### config.mk
export PLATFORM = sky130hd
export DESIGN_NAME = rsum_ctrl
export DESIGN_NICKNAME = d
export VERILOG_FILES = /design/src/design/rsum_pkg.sv /design/src/design/rsum_ctrl.sv
export SDC_FILE = /design/constraint.sdc
export NUM_CORES = 1
export LEC_CHECK = 0
export BUFFER_PORTS_ARGS = -buffer_cell sky130_fd_sc_hd__buf_2
export CORE_ASPECT_RATIO = 1.1
export CORE_UTILIZATION = 54
export DETAILED_ROUTE_END_ITERATION = 10
export HOLD_SLACK_MARGIN = 0.12
export PLACE_DENSITY = 0.83
export SYNTH_ARGS = -nofsm -noshare
export SYNTH_HDL_FRONTEND = slang
export SYNTH_SLANG_ARGS = --single-unit
### constraint.sdc
create_clock -name i_clk -period 5.7 [get_ports i_clk]
set_input_delay 0.285 -clock i_clk [delete_from_list [all_inputs] [get_ports i_clk]]
set_output_delay 0.285 -clock i_clk [all_outputs]
set_load 0.01 [all_outputs]
### src/design/rsum_pkg.sv
// ----------------------------------------------------------------------------
// rsum_pkg
// Shared types and constants of the range sum tree: request and result
// records, field widths and code values.
// ----------------------------------------------------------------------------
package rsum_pkg;

    localparam int SUM_W     = 64;
    localparam int VAL_W     = 32;
    localparam int POS_W     = 10;
    localparam int CFG_W     = 11;
    localparam int CFG_RESET = 1024;

    localparam logic REQ_UPDATE = 1'b0;
    localparam logic REQ_QUERY  = 1'b1;

    localparam logic STATUS_OK      = 1'b0;
    localparam logic STATUS_DROPPED = 1'b1;

    typedef struct packed {
        logic                    req_type;
        logic [POS_W-1:0]        position;
        logic signed [VAL_W-1:0] new_value;
        logic [POS_W-1:0]        range_low;
        logic [POS_W-1:0]        range_high;
    } t_req;

    typedef struct packed {
        logic [SUM_W-1:0] range_sum;
        logic             status;
    } t_result;

endpackage

### src/design/rsum_ctrl.sv
// ----------------------------------------------------------------------------
// rsum_ctrl
// Tree walker. An update descends to its leaf, then climbs to the root
// reading one sibling and writing one parent sum per cycle. A query descends
// to the split node, then follows the left and right boundary paths, reading
// each fully covered node into an accumulator.
// ----------------------------------------------------------------------------
module rsum_ctrl #(
    parameter int MAX_LEAVES = 1024,
    parameter int NODE_W     = 11
) (
    input  logic                                i_clk,
    input  logic                                i_rst_n,
    input  logic                                i_start,
    input  rsum_pkg::t_req                      i_req,
    input  logic [$clog2(MAX_LEAVES+1)-1:0]     i_eff_len,
    output logic                                o_idle,
    output logic                                o_done,
    input  logic                                i_take,
    output rsum_pkg::t_result                   o_result,
    output logic                                o_rd_en,
    output logic [NODE_W-1:0]                   o_rd_addr,
    input  logic [rsum_pkg::SUM_W-1:0]          i_rd_data,
    output logic                                o_wr_en,
    output logic [NODE_W-1:0]                   o_wr_addr,
    output logic [rsum_pkg::SUM_W-1:0]          o_wr_data
);

    localparam int IDX_W = $clog2(MAX_LEAVES);
    localparam int LEN_W = $clog2(MAX_LEAVES + 1);
    localparam int CW    = (LEN_W > rsum_pkg::POS_W) ? LEN_W : rsum_pkg::POS_W;

    typedef enum logic [2:0] {
        S_IDLE,
        S_UPD_DOWN,
        S_UPD_RISE,
        S_QRY_SPLIT,
        S_QRY_LEFT,
        S_QRY_RIGHT,
        S_QRY_DRAIN,
        S_DONE
    } t_state;

    t_state                     r_state,  n_state;
    logic [NODE_W-1:0]          r_node,   n_node;
    logic [IDX_W-1:0]           r_lo,     n_lo;
    logic [IDX_W-1:0]           r_hi,     n_hi;
    logic [IDX_W-1:0]           r_a,      n_a;
    logic [IDX_W-1:0]           r_b,      n_b;
    logic [NODE_W-1:0]          r_rnode,  n_rnode;
    logic [IDX_W-1:0]           r_rlo,    n_rlo;
    logic [IDX_W-1:0]           r_rhi,    n_rhi;
    logic [rsum_pkg::SUM_W-1:0] r_val,    n_val;
    logic [rsum_pkg::SUM_W-1:0] r_acc,    n_acc;
    logic                       r_rd_pend, n_rd_pend;
    logic [rsum_pkg::SUM_W-1:0] r_sum,    n_sum;
    logic                       r_status, n_status;

    logic [IDX_W:0]             w_mid_sum;
    logic [IDX_W-1:0]           w_mid;
    logic [IDX_W-1:0]           w_mid_p1;
    logic [NODE_W-1:0]          w_left;
    logic [NODE_W-1:0]          w_right;
    logic [NODE_W-1:0]          w_sib;
    logic [NODE_W-1:0]          w_nm1;
    logic [NODE_W-1:0]          w_parent;
    logic [CW-1:0]              w_len_c;
    logic [CW-1:0]              w_last_c;
    logic [CW-1:0]              w_pos_c;
    logic [CW-1:0]              w_a_c;
    logic [CW-1:0]              w_b_c;
    logic [CW-1:0]              w_b_clip;
    logic [rsum_pkg::SUM_W-1:0] w_acc;
    logic [rsum_pkg::SUM_W-1:0] w_up_sum;

    assign w_mid_sum = {1'b0, r_lo} + {1'b0, r_hi};
    assign w_mid     = w_mid_sum[IDX_W:1];
    assign w_mid_p1  = w_mid + IDX_W'(1);
    assign w_left    = {r_node[NODE_W-2:0], 1'b1};
    assign w_right   = {r_node[NODE_W-2:0], 1'b0} + NODE_W'(2);
    assign w_sib     = r_node[0] ? r_node + NODE_W'(1) : r_node - NODE_W'(1);
    assign w_nm1     = r_node - NODE_W'(1);
    assign w_parent  = {1'b0, w_nm1[NODE_W-1:1]};

    assign w_len_c   = CW'(i_eff_len);
    assign w_last_c  = w_len_c - CW'(1);
    assign w_pos_c   = CW'(i_req.position);
    assign w_a_c     = CW'(i_req.range_low);
    assign w_b_c     = CW'(i_req.range_high);
    assign w_b_clip  = (w_b_c > w_last_c) ? w_last_c : w_b_c;

    assign w_acc     = r_acc + (r_rd_pend ? i_rd_data : '0);
    assign w_up_sum  = r_val + i_rd_data;

    always_comb begin
        n_state   = r_state;
        n_node    = r_node;
        n_lo      = r_lo;
        n_hi      = r_hi;
        n_a       = r_a;
        n_b       = r_b;
        n_rnode   = r_rnode;
        n_rlo     = r_rlo;
        n_rhi     = r_rhi;
        n_val     = r_val;
        n_acc     = w_acc;
        n_sum     = r_sum;
        n_status  = r_status;
        o_rd_en   = 1'b0;
        o_rd_addr = r_node;
        o_wr_en   = 1'b0;
        o_wr_addr = r_node;
        o_wr_data = r_val;

        case (r_state)
            S_IDLE: begin
                if (i_start) begin
                    n_node   = '0;
                    n_lo     = '0;
                    n_hi     = w_last_c[IDX_W-1:0];
                    n_acc    = '0;
                    n_sum    = '0;
                    n_status = rsum_pkg::STATUS_OK;
                    if (i_req.req_type == rsum_pkg::REQ_UPDATE) begin
                        n_a   = w_pos_c[IDX_W-1:0];
                        n_val = {{(rsum_pkg::SUM_W - rsum_pkg::VAL_W){i_req.new_value[rsum_pkg::VAL_W-1]}},
                                 i_req.new_value};
                        if (w_pos_c < w_len_c) begin
                            n_state = S_UPD_DOWN;
                        end else begin
                            n_status = rsum_pkg::STATUS_DROPPED;
                            n_state  = S_DONE;
                        end
                    end else begin
                        n_a = w_a_c[IDX_W-1:0];
                        n_b = w_b_clip[IDX_W-1:0];
                        if (w_a_c <= w_b_clip) begin
                            n_state = S_QRY_SPLIT;
                        end else begin
                            n_state = S_DONE;
                        end
                    end
                end
            end

            S_UPD_DOWN: begin
                if (r_lo == r_hi) begin
                    // leaf reached: store the value, fetch the sibling unless the leaf is the root
                    o_wr_en = 1'b1;
                    if (r_node == '0) begin
                        n_state = S_DONE;
                    end else begin
                        o_rd_en   = 1'b1;
                        o_rd_addr = w_sib;
                        n_state   = S_UPD_RISE;
                    end
                end else if (r_a <= w_mid) begin
                    n_node = w_left;
                    n_hi   = w_mid;
                end else begin
                    n_node = w_right;
                    n_lo   = w_mid_p1;
                end
            end

            S_UPD_RISE: begin
                o_wr_en   = 1'b1;
                o_wr_addr = w_parent;
                o_wr_data = w_up_sum;
                n_val     = w_up_sum;
                n_node    = w_parent;
                if (w_parent == '0) begin
                    n_state = S_DONE;
                end else begin
                    o_rd_en   = 1'b1;
                    o_rd_addr = w_parent[0] ? w_parent + NODE_W'(1) : w_parent - NODE_W'(1);
                end
            end

            S_QRY_SPLIT: begin
                if (r_a <= r_lo && r_b >= r_hi) begin
                    o_rd_en = 1'b1;
                    n_state = S_QRY_DRAIN;
                end else if (r_b <= w_mid) begin
                    n_node = w_left;
                    n_hi   = w_mid;
                end else if (r_a > w_mid) begin
                    n_node = w_right;
                    n_lo   = w_mid_p1;
                end else begin
                    n_rnode = w_right;
                    n_rlo   = w_mid_p1;
                    n_rhi   = r_hi;
                    n_node  = w_left;
                    n_hi    = w_mid;
                    n_state = S_QRY_LEFT;
                end
            end

            S_QRY_LEFT: begin
                if (r_a <= r_lo) begin
                    o_rd_en = 1'b1;
                    n_node  = r_rnode;
                    n_lo    = r_rlo;
                    n_hi    = r_rhi;
                    n_state = S_QRY_RIGHT;
                end else if (r_a <= w_mid) begin
                    o_rd_en   = 1'b1;
                    o_rd_addr = w_right;
                    n_node    = w_left;
                    n_hi      = w_mid;
                end else begin
                    n_node = w_right;
                    n_lo   = w_mid_p1;
                end
            end

            S_QRY_RIGHT: begin
                if (r_b >= r_hi) begin
                    o_rd_en = 1'b1;
                    n_state = S_QRY_DRAIN;
                end else if (r_b > w_mid) begin
                    o_rd_en   = 1'b1;
                    o_rd_addr = w_left;
                    n_node    = w_right;
                    n_lo      = w_mid_p1;
                end else begin
                    n_node = w_left;
                    n_hi   = w_mid;
                end
            end

            S_QRY_DRAIN: begin
                n_sum   = w_acc;
                n_state = S_DONE;
            end

            S_DONE: begin
                if (i_take) begin
                    n_state = S_IDLE;
                end
            end

            default: begin
                n_state = S_IDLE;
            end
        endcase
    end

    assign n_rd_pend = o_rd_en;

    always_ff @(posedge i_clk) begin
        if (!i_rst_n) begin
            r_state   <= S_IDLE;
            r_rd_pend <= 1'b0;
        end else begin
            r_state   <= n_state;
            r_rd_pend <= n_rd_pend;
        end
        r_node   <= n_node;
        r_lo     <= n_lo;
        r_hi     <= n_hi;
        r_a      <= n_a;
        r_b      <= n_b;
        r_rnode  <= n_rnode;
        r_rlo    <= n_rlo;
        r_rhi    <= n_rhi;
        r_val    <= n_val;
        r_acc    <= n_acc;
        r_sum    <= n_sum;
        r_status <= n_status;
    end

    assign o_idle   = (r_state == S_IDLE);
    assign o_done   = (r_state == S_DONE);
    assign o_result = '{range_sum: r_sum, status: r_status};

endmodule

---- Word level (Yosys, flattened, before mapping) ----
Index checks and enable logic that the tools add are counted.
storage, ports and cells
  register bits ........................... 279
  input bits .............................. 142
  output and inout port bits .............. 155
  logic and storage cells ................. 156
cells by class
  add/sub/neg operators ................... 10
  order comparisons ....................... 9
  equality and inequality tests ........... 25
  muxes and demuxes ....................... 78
  bitwise gates (word level) .............. 3
  reductions and logical operators ........ 17
operators with widths
  operator                 count
  $mux W64                 7
  $pmux W64 S2             2
  $mux W11                 20
  $mux W10                 19
  $add A64 B64 Y64         2
  $pmux W10 S5             2
  $pmux W11 S6             1
  $pmux W11 S4             1
  $mux W3                  13
  $le A10 B10 Y1           3
  $ne A2 B2 Y1 const B     13
  $pmux W3 S8              1
  $logic_not A11 Y1        2
  $sub A11 B1 Y11 const B  2
  $gt A10 B10 Y1           2
  $reduce_and A8 Y1        2
  $eq A3 B3 Y1 const B     4
  $add A10 B1 Y11 const B  1
  $add A10 B10 Y11         1
  $add A11 B1 Y11 const B  1
  $add A11 B2 Y11 const B  1
  $gt A10 B11 Y1           1
  $le A10 B11 Y1           1
  $lt A10 B11 Y1           1
  other kinds (22)         39

---- Longest topological paths before layout ----
  depth in word-level cells ............... 8
  depth in mapped cells ................... 25
  mapped depth without buffers ............ 23

---- Worst setup path before layout ----
Ideal clock, no wire load.
  kind .................................... reg-to-reg
  from .................................... reg r_state[2]
  to ...................................... reg r_val[0] (netlist bit) (enable)
  setup time .............................. 574 ps
  data arrival time ....................... 5817 ps
  required time ........................... 5126 ps
  path slack .............................. -692 ps
  stages on the path, launching flop included .. 8
  path buffers ............................ 2
  period minus slack after synthesis ...... 6392 ps
  cells stage by stage .................... dfxtp_1 clkbuf_1 nor2_1 nand2_1 inv_1 nand2_1 clkbuf_1 o21ai_0
on the way
  word-level cells in the longest chain between the ends .. 3
  elaborated cells between the ends (all ways) .. 6
  classes of those cells .................. eq/ne (3); reduce/logical (3)
ends and longest elaborated chain
  element                                                              RTL line          RTL
  start, declared                                                      rsum_ctrl.sv:44   t_state r_state, n_state;
  start signal, assigned                                               rsum_ctrl.sv:257  r_state <= n_state;
  $logic_not A3 Y1 *                                                   --
  named net o_idle                                                     rsum_ctrl.sv:17   output logic o_idle,
  $ne A2 B2 Y1 (no line) / $reduce_bool A2 Y1 (equally long branches)  --
  $reduce_and A3 Y1 (no line) *                                        --
  end signal, assigned                                                 rsum_ctrl.sv:268  r_val <= n_val;
  end, declared                                                        rsum_ctrl.sv:53   logic [rsum_pkg::SUM_W-1:0] r_val, n_val;
Mark *: on every way through the listed nets, which the timed path passes. The rest lies on a longest branch.
A chain may end at the register's enable or synchronous reset.

---- Final worst setup path ----
  from .................................... reg r_hi[0]
  to ...................................... out o_rd_addr[8]
on the way
  word-level cells in the longest chain between the ends .. 5
  elaborated cells between the ends (all ways) .. 11
  classes of those cells .................. add/sub (1); order compare (3); eq/ne (1); mux (6)
ends and longest elaborated chain
  element                                                  RTL line                            RTL
  start, declared                                          rsum_ctrl.sv:47                     logic [IDX_W-1:0] r_hi, n_hi;
  start signal, assigned                                   rsum_ctrl.sv:262                    r_hi <= n_hi;
  $add A10 B10 Y11                                         rsum_ctrl.sv:76                     assign w_mid_sum = {1'b0, r_lo} + {1'b0, r_hi};
  $gt A10 B10 Y1 / $le A10 B10 Y1 (equally long branches)  rsum_ctrl.sv:222, rsum_ctrl.sv:207
  $mux W11 (on tied branches)                              rsum_ctrl.sv:222, rsum_ctrl.sv:207
  $mux W11 (on tied branches)                              rsum_ctrl.sv:219, rsum_ctrl.sv:201
  $pmux W11 S4 *                                           rsum_ctrl.sv:115                    case (r_state)
  end, declared                                            rsum_ctrl.sv:22                     output logic [NODE_W-1:0] o_rd_addr,
Every way passes the cells marked *; elsewhere a longest branch is shown, timed or not.

==> run summary <==
Summed over all cells, the static leakage comes to 12.3 nW. Entering global routing, the biggest net connects 79 pins. The placed instance area came out at 25400 um^2.

The number of synthesized register bits is 278. IR analysis of the VDD net gives a maximum drop of 537 uV. The number of rows created at floorplan is 79. Dividing the detail-routed wire length by the instance count gives about 21 um.

The width of the die is ~200 um. Clock skew on the completed layout was measured at 0.0243 ns. The full die area is 44300 um^2. The synthesized design spends more area on one cell type than any other, namely edfxtp_1.

The data required time of the critical path came out at ~5.4 ns. In this run the number of H-tree levels came out at 2. The cell-internal power is 0.00825 W. The filler cell count in the final layout is 3612. The setup path with the least slack is of type reg -> out. The synthesized net count is 3201.

The HPWL after detailed placement is 60300 um. The violation count after the first detailed-route iteration came out at around 2300. Among all flip-flop cells after synthesis, the most frequent one is edfxtp_1. The overflow left after global routing came out at 0.

Once detail routing completed, the nets flagged for antenna violations numbered 0. In this run the deepest clock path goes through 3 buffers. The count of maximum capacitance violations is 0. The actual transition at the worst max-transition pin is 1.14 ns. The ratio of cells with drive above 1 in the final layout is 0.145. The largest fanout on the critical path is 4. Yosys mapped a number of flops with a built-in enable equal to 210.

The insertion delay to the later sink of the worst-skew pair is 0.55 ns. The initial cell density of the core came out at 0.550. The mean instance size in the synthesized netlist came out at 8.28 um^2. The mean number of vias per cell came out at between 6 and 7. Yosys attributes the largest share of cell area to edfxtp_1, ha_1, nand2_1.

The final worst-path setup slack is approximately 0.27 ns. STA classifies the critical path endpoint as an output pin. TritonCTS created 34 clock buffers.

The synthesized area came out at 23400 um^2. The cell count after synthesis came out at 2831. Dividing the final minimum period by the clock period gives 0.953.

The via count of the first global-routing pass is approximately 22000. Setup violations remaining at the end of the flow were counted as 0. The number of vias in the routed layout is 23500.

The clock period minus final worst setup slack is 5.43 ns. The relative slew slack is 0.241. The startpoint identified for the worst register-to-register timing path is r_rd_pend. The core area came out at 42600 um^2. The total number of clock tree sinks is 278. The part of the power in combinational logic came out at 0.622.

The switching fraction of total power is 0.481. In the layout the commonest cells are nand2_1, buf_2, nor2_1. The first element of the critical path is r_hi[0]. The part of the total power dissipated in sequential elements came out at 0.229. After routing the design area is about 27000 um^2. The net switching power is 0.00765 W. The sequential cell area fraction in the yosys report is 0.327.

The number of nets in the layout came out at 3506. The leading cell type in the layout, fill and taps excluded is nand2_1. The flow ran to the end, and the final reports show no timing, DRC or antenna violations. The top cell type's share of synthesized area came out at 0.269. For this run, the number of Yosys warnings is 0. Input and output buffers added on the ports amount to 296. The initial antenna violation count is 0. The iteration count of the initial detailed-routing pass came out at 8. The routability congestion estimate from global placement came out at around 0.98. The first global-routing pass estimated roughly 120000 um of wire. The overall routing resource usage is 0.345. Overall power consumption after layout is estimated at 0.0159 W. The ratio of total power to cell area is just under 600 nW/um^2. The final number of max-transition violations came out at 0. The class of the most critical hold timing path is in -> reg.

The maximum achievable frequency is 184 MHz. between 200 and 300 I/O pins were placed. Across all hold checks on the routed design, the worst slack comes to 0.164 ns. The count of unique library cells instantiated by Yosys is 83. At the worst endpoint, the arrival time is 5.15 ns. Before CTS, the worst setup slack after placement is approximately 0.38 ns. The final number of hold-violating endpoints is 0. The signed area change from the synthesized netlist to the final layout came out at 16.7%.

The vertical die dimension came out at 221 um. The fraction of registers with async set or reset after synthesis is 0. The element type at the critical path start is a register.

The post-route setup TNS came out at 0 ns. The routed wire length came out at 79100 um. The clock network fraction of design power is 0.149. The clock slew seen by the registers of the worst setup and hold paths came out at around 0.060 ns. TritonCTS built the clock tree. The cell sitting at the root of the clock tree is a clkbuf_16. The DRC violations left is 0. In this run the most critical hold path is launched from i_req[8].
-- cell families (layout without fill, tap and decap cells) --
group,Yosys count,count (layout),share of synthesized area
simple gates,1072,1072,0.212
compound gates,806,806,0.220
flops,278,278,0.327
buf+inv,251,579,0.0407
fa+ha+maj,228,228,0.123
xor+xnor,142,142,0.0531
mux,54,54,0.0243
other cells,0,1,0
-- power groups by stage --
stage,clock (W),sequential [W],combinational (W)
after CTS,0.00240,0.00361,0.00939
final,0.00238,0.00364,0.00990
after floorplan,0,0.00348,0.00648
after global placement,0,0.00363,0.00906
after global routing,0.00248,0.00369,0.0107
after detailed placement,0,0.00364,0.00924
-- state kept, by name, summed over array words and instances (netlist names), 3 cells and up --
| register | count |
|---|---|
| r_a | 10 |
| r_lo | 10 |
| r_val | 64 |
| r_rhi | 10 |
| r_rlo | 10 |
| r_acc | 64 |
| r_state | 3 |
| r_node | 11 |
| r_rnode | 10 |
| r_sum | 64 |
| r_hi | 10 |
| r_b | 10 |
-- worst max-delay path, cell delays in order (launching register included) --
cell             delay, ns
edfxtp_1              0.40
ha_1                  0.19
inv_1                 0.06
fa_1                  0.39
nor2b_1               0.12
o21ai_0               0.13
a21oi_2               0.21
o21ai_2               0.10
a21oi_2               0.17
a21oi_1               0.11
o21bai_2              0.24
inv_1                 0.09
ha_1                  0.29
nand4_1               0.12
nor2_1                0.17
a21oi_1               0.08
o211ai_1              0.17
a211oi_2              0.14
buf_4                 0.15
clkdlybuf4s15_2       0.24
a311o_1               0.32
a221oi_1              0.27
o31a_1                0.19
a21oi_1               0.05
buf_2                 0.19
-- through the flow --
| stage | utilization | std cells |
|---|---|---|
| floorplan | - | 2831 |
| global placement | 0.596 | 3595 |
| detailed placement | 0.596 | 3595 |
| CTS | 0.639 | 3712 |
| global route | 0.642 | 3726 |
| finish | 0.642 | 3727 |
-- final cells by class --
class                      count  area [um^2]  share of cell area
multi-input combinational   2302        14900               0.545
clock inverter                11          193             0.00704
clock buffer                  48         1020              0.0372
timing repair buffer         396         2400              0.0878
inverter                     124          465              0.0170
tap                          567          709              0.0259
sequential                   278         7670               0.280
antenna                        1         2.50           0.0000914
-- repair_timing --
action	in CTS	in global routing
gates cloned	0	1
buffers inserted	1	13
endpoints found under the setup margin	4	11
pin swaps	1	7
hold endpoints to repair	50	0
resized for setup	3	13
hold buffers	57	0
-- worst paths after layout --
check | endpoint | slack [ns] | cells past startpoint
min reg2reg | r_lo[4] | 0.55 | 2
max | o_rd_addr[8] | 0.27 | 24
max reg2reg | r_sum[59] | 0.75 | 11
min | r_b[8] | 0.16 | 2
-- Yosys cell counts, types with 50 or more instances --
cell	instances
a21o_1	102
inv_1	121
edfxtp_1	210
xor2_1	51
nand3_1	50
dfxtp_1	68
a21oi_1	250
nand4_1	63
nor2_1	290
clkbuf_1	116
nand2_1	390
ha_1	224
xnor2_1	91
o21ai_0	163
and2_1	79
-- routing by layer --
| metal | GRT usage | part of all wire | wire [um] | up-vias |
|---|---|---|---|---|
| met5 | 0 | 0 | 0 | - |
| met4 | 0.171 | 0.051 | 4020 | 0 |
| met3 | 0.0545 | 0.094 | 7400 | 236 |
| met2 | 0.575 | 0.46 | 36800 | 1331 |
| met1 | 0.436 | 0.39 | 30900 | 10900 |
| li1 | - | - | - | 11000 |
Note: power is estimated with default switching activity, not from simulation.
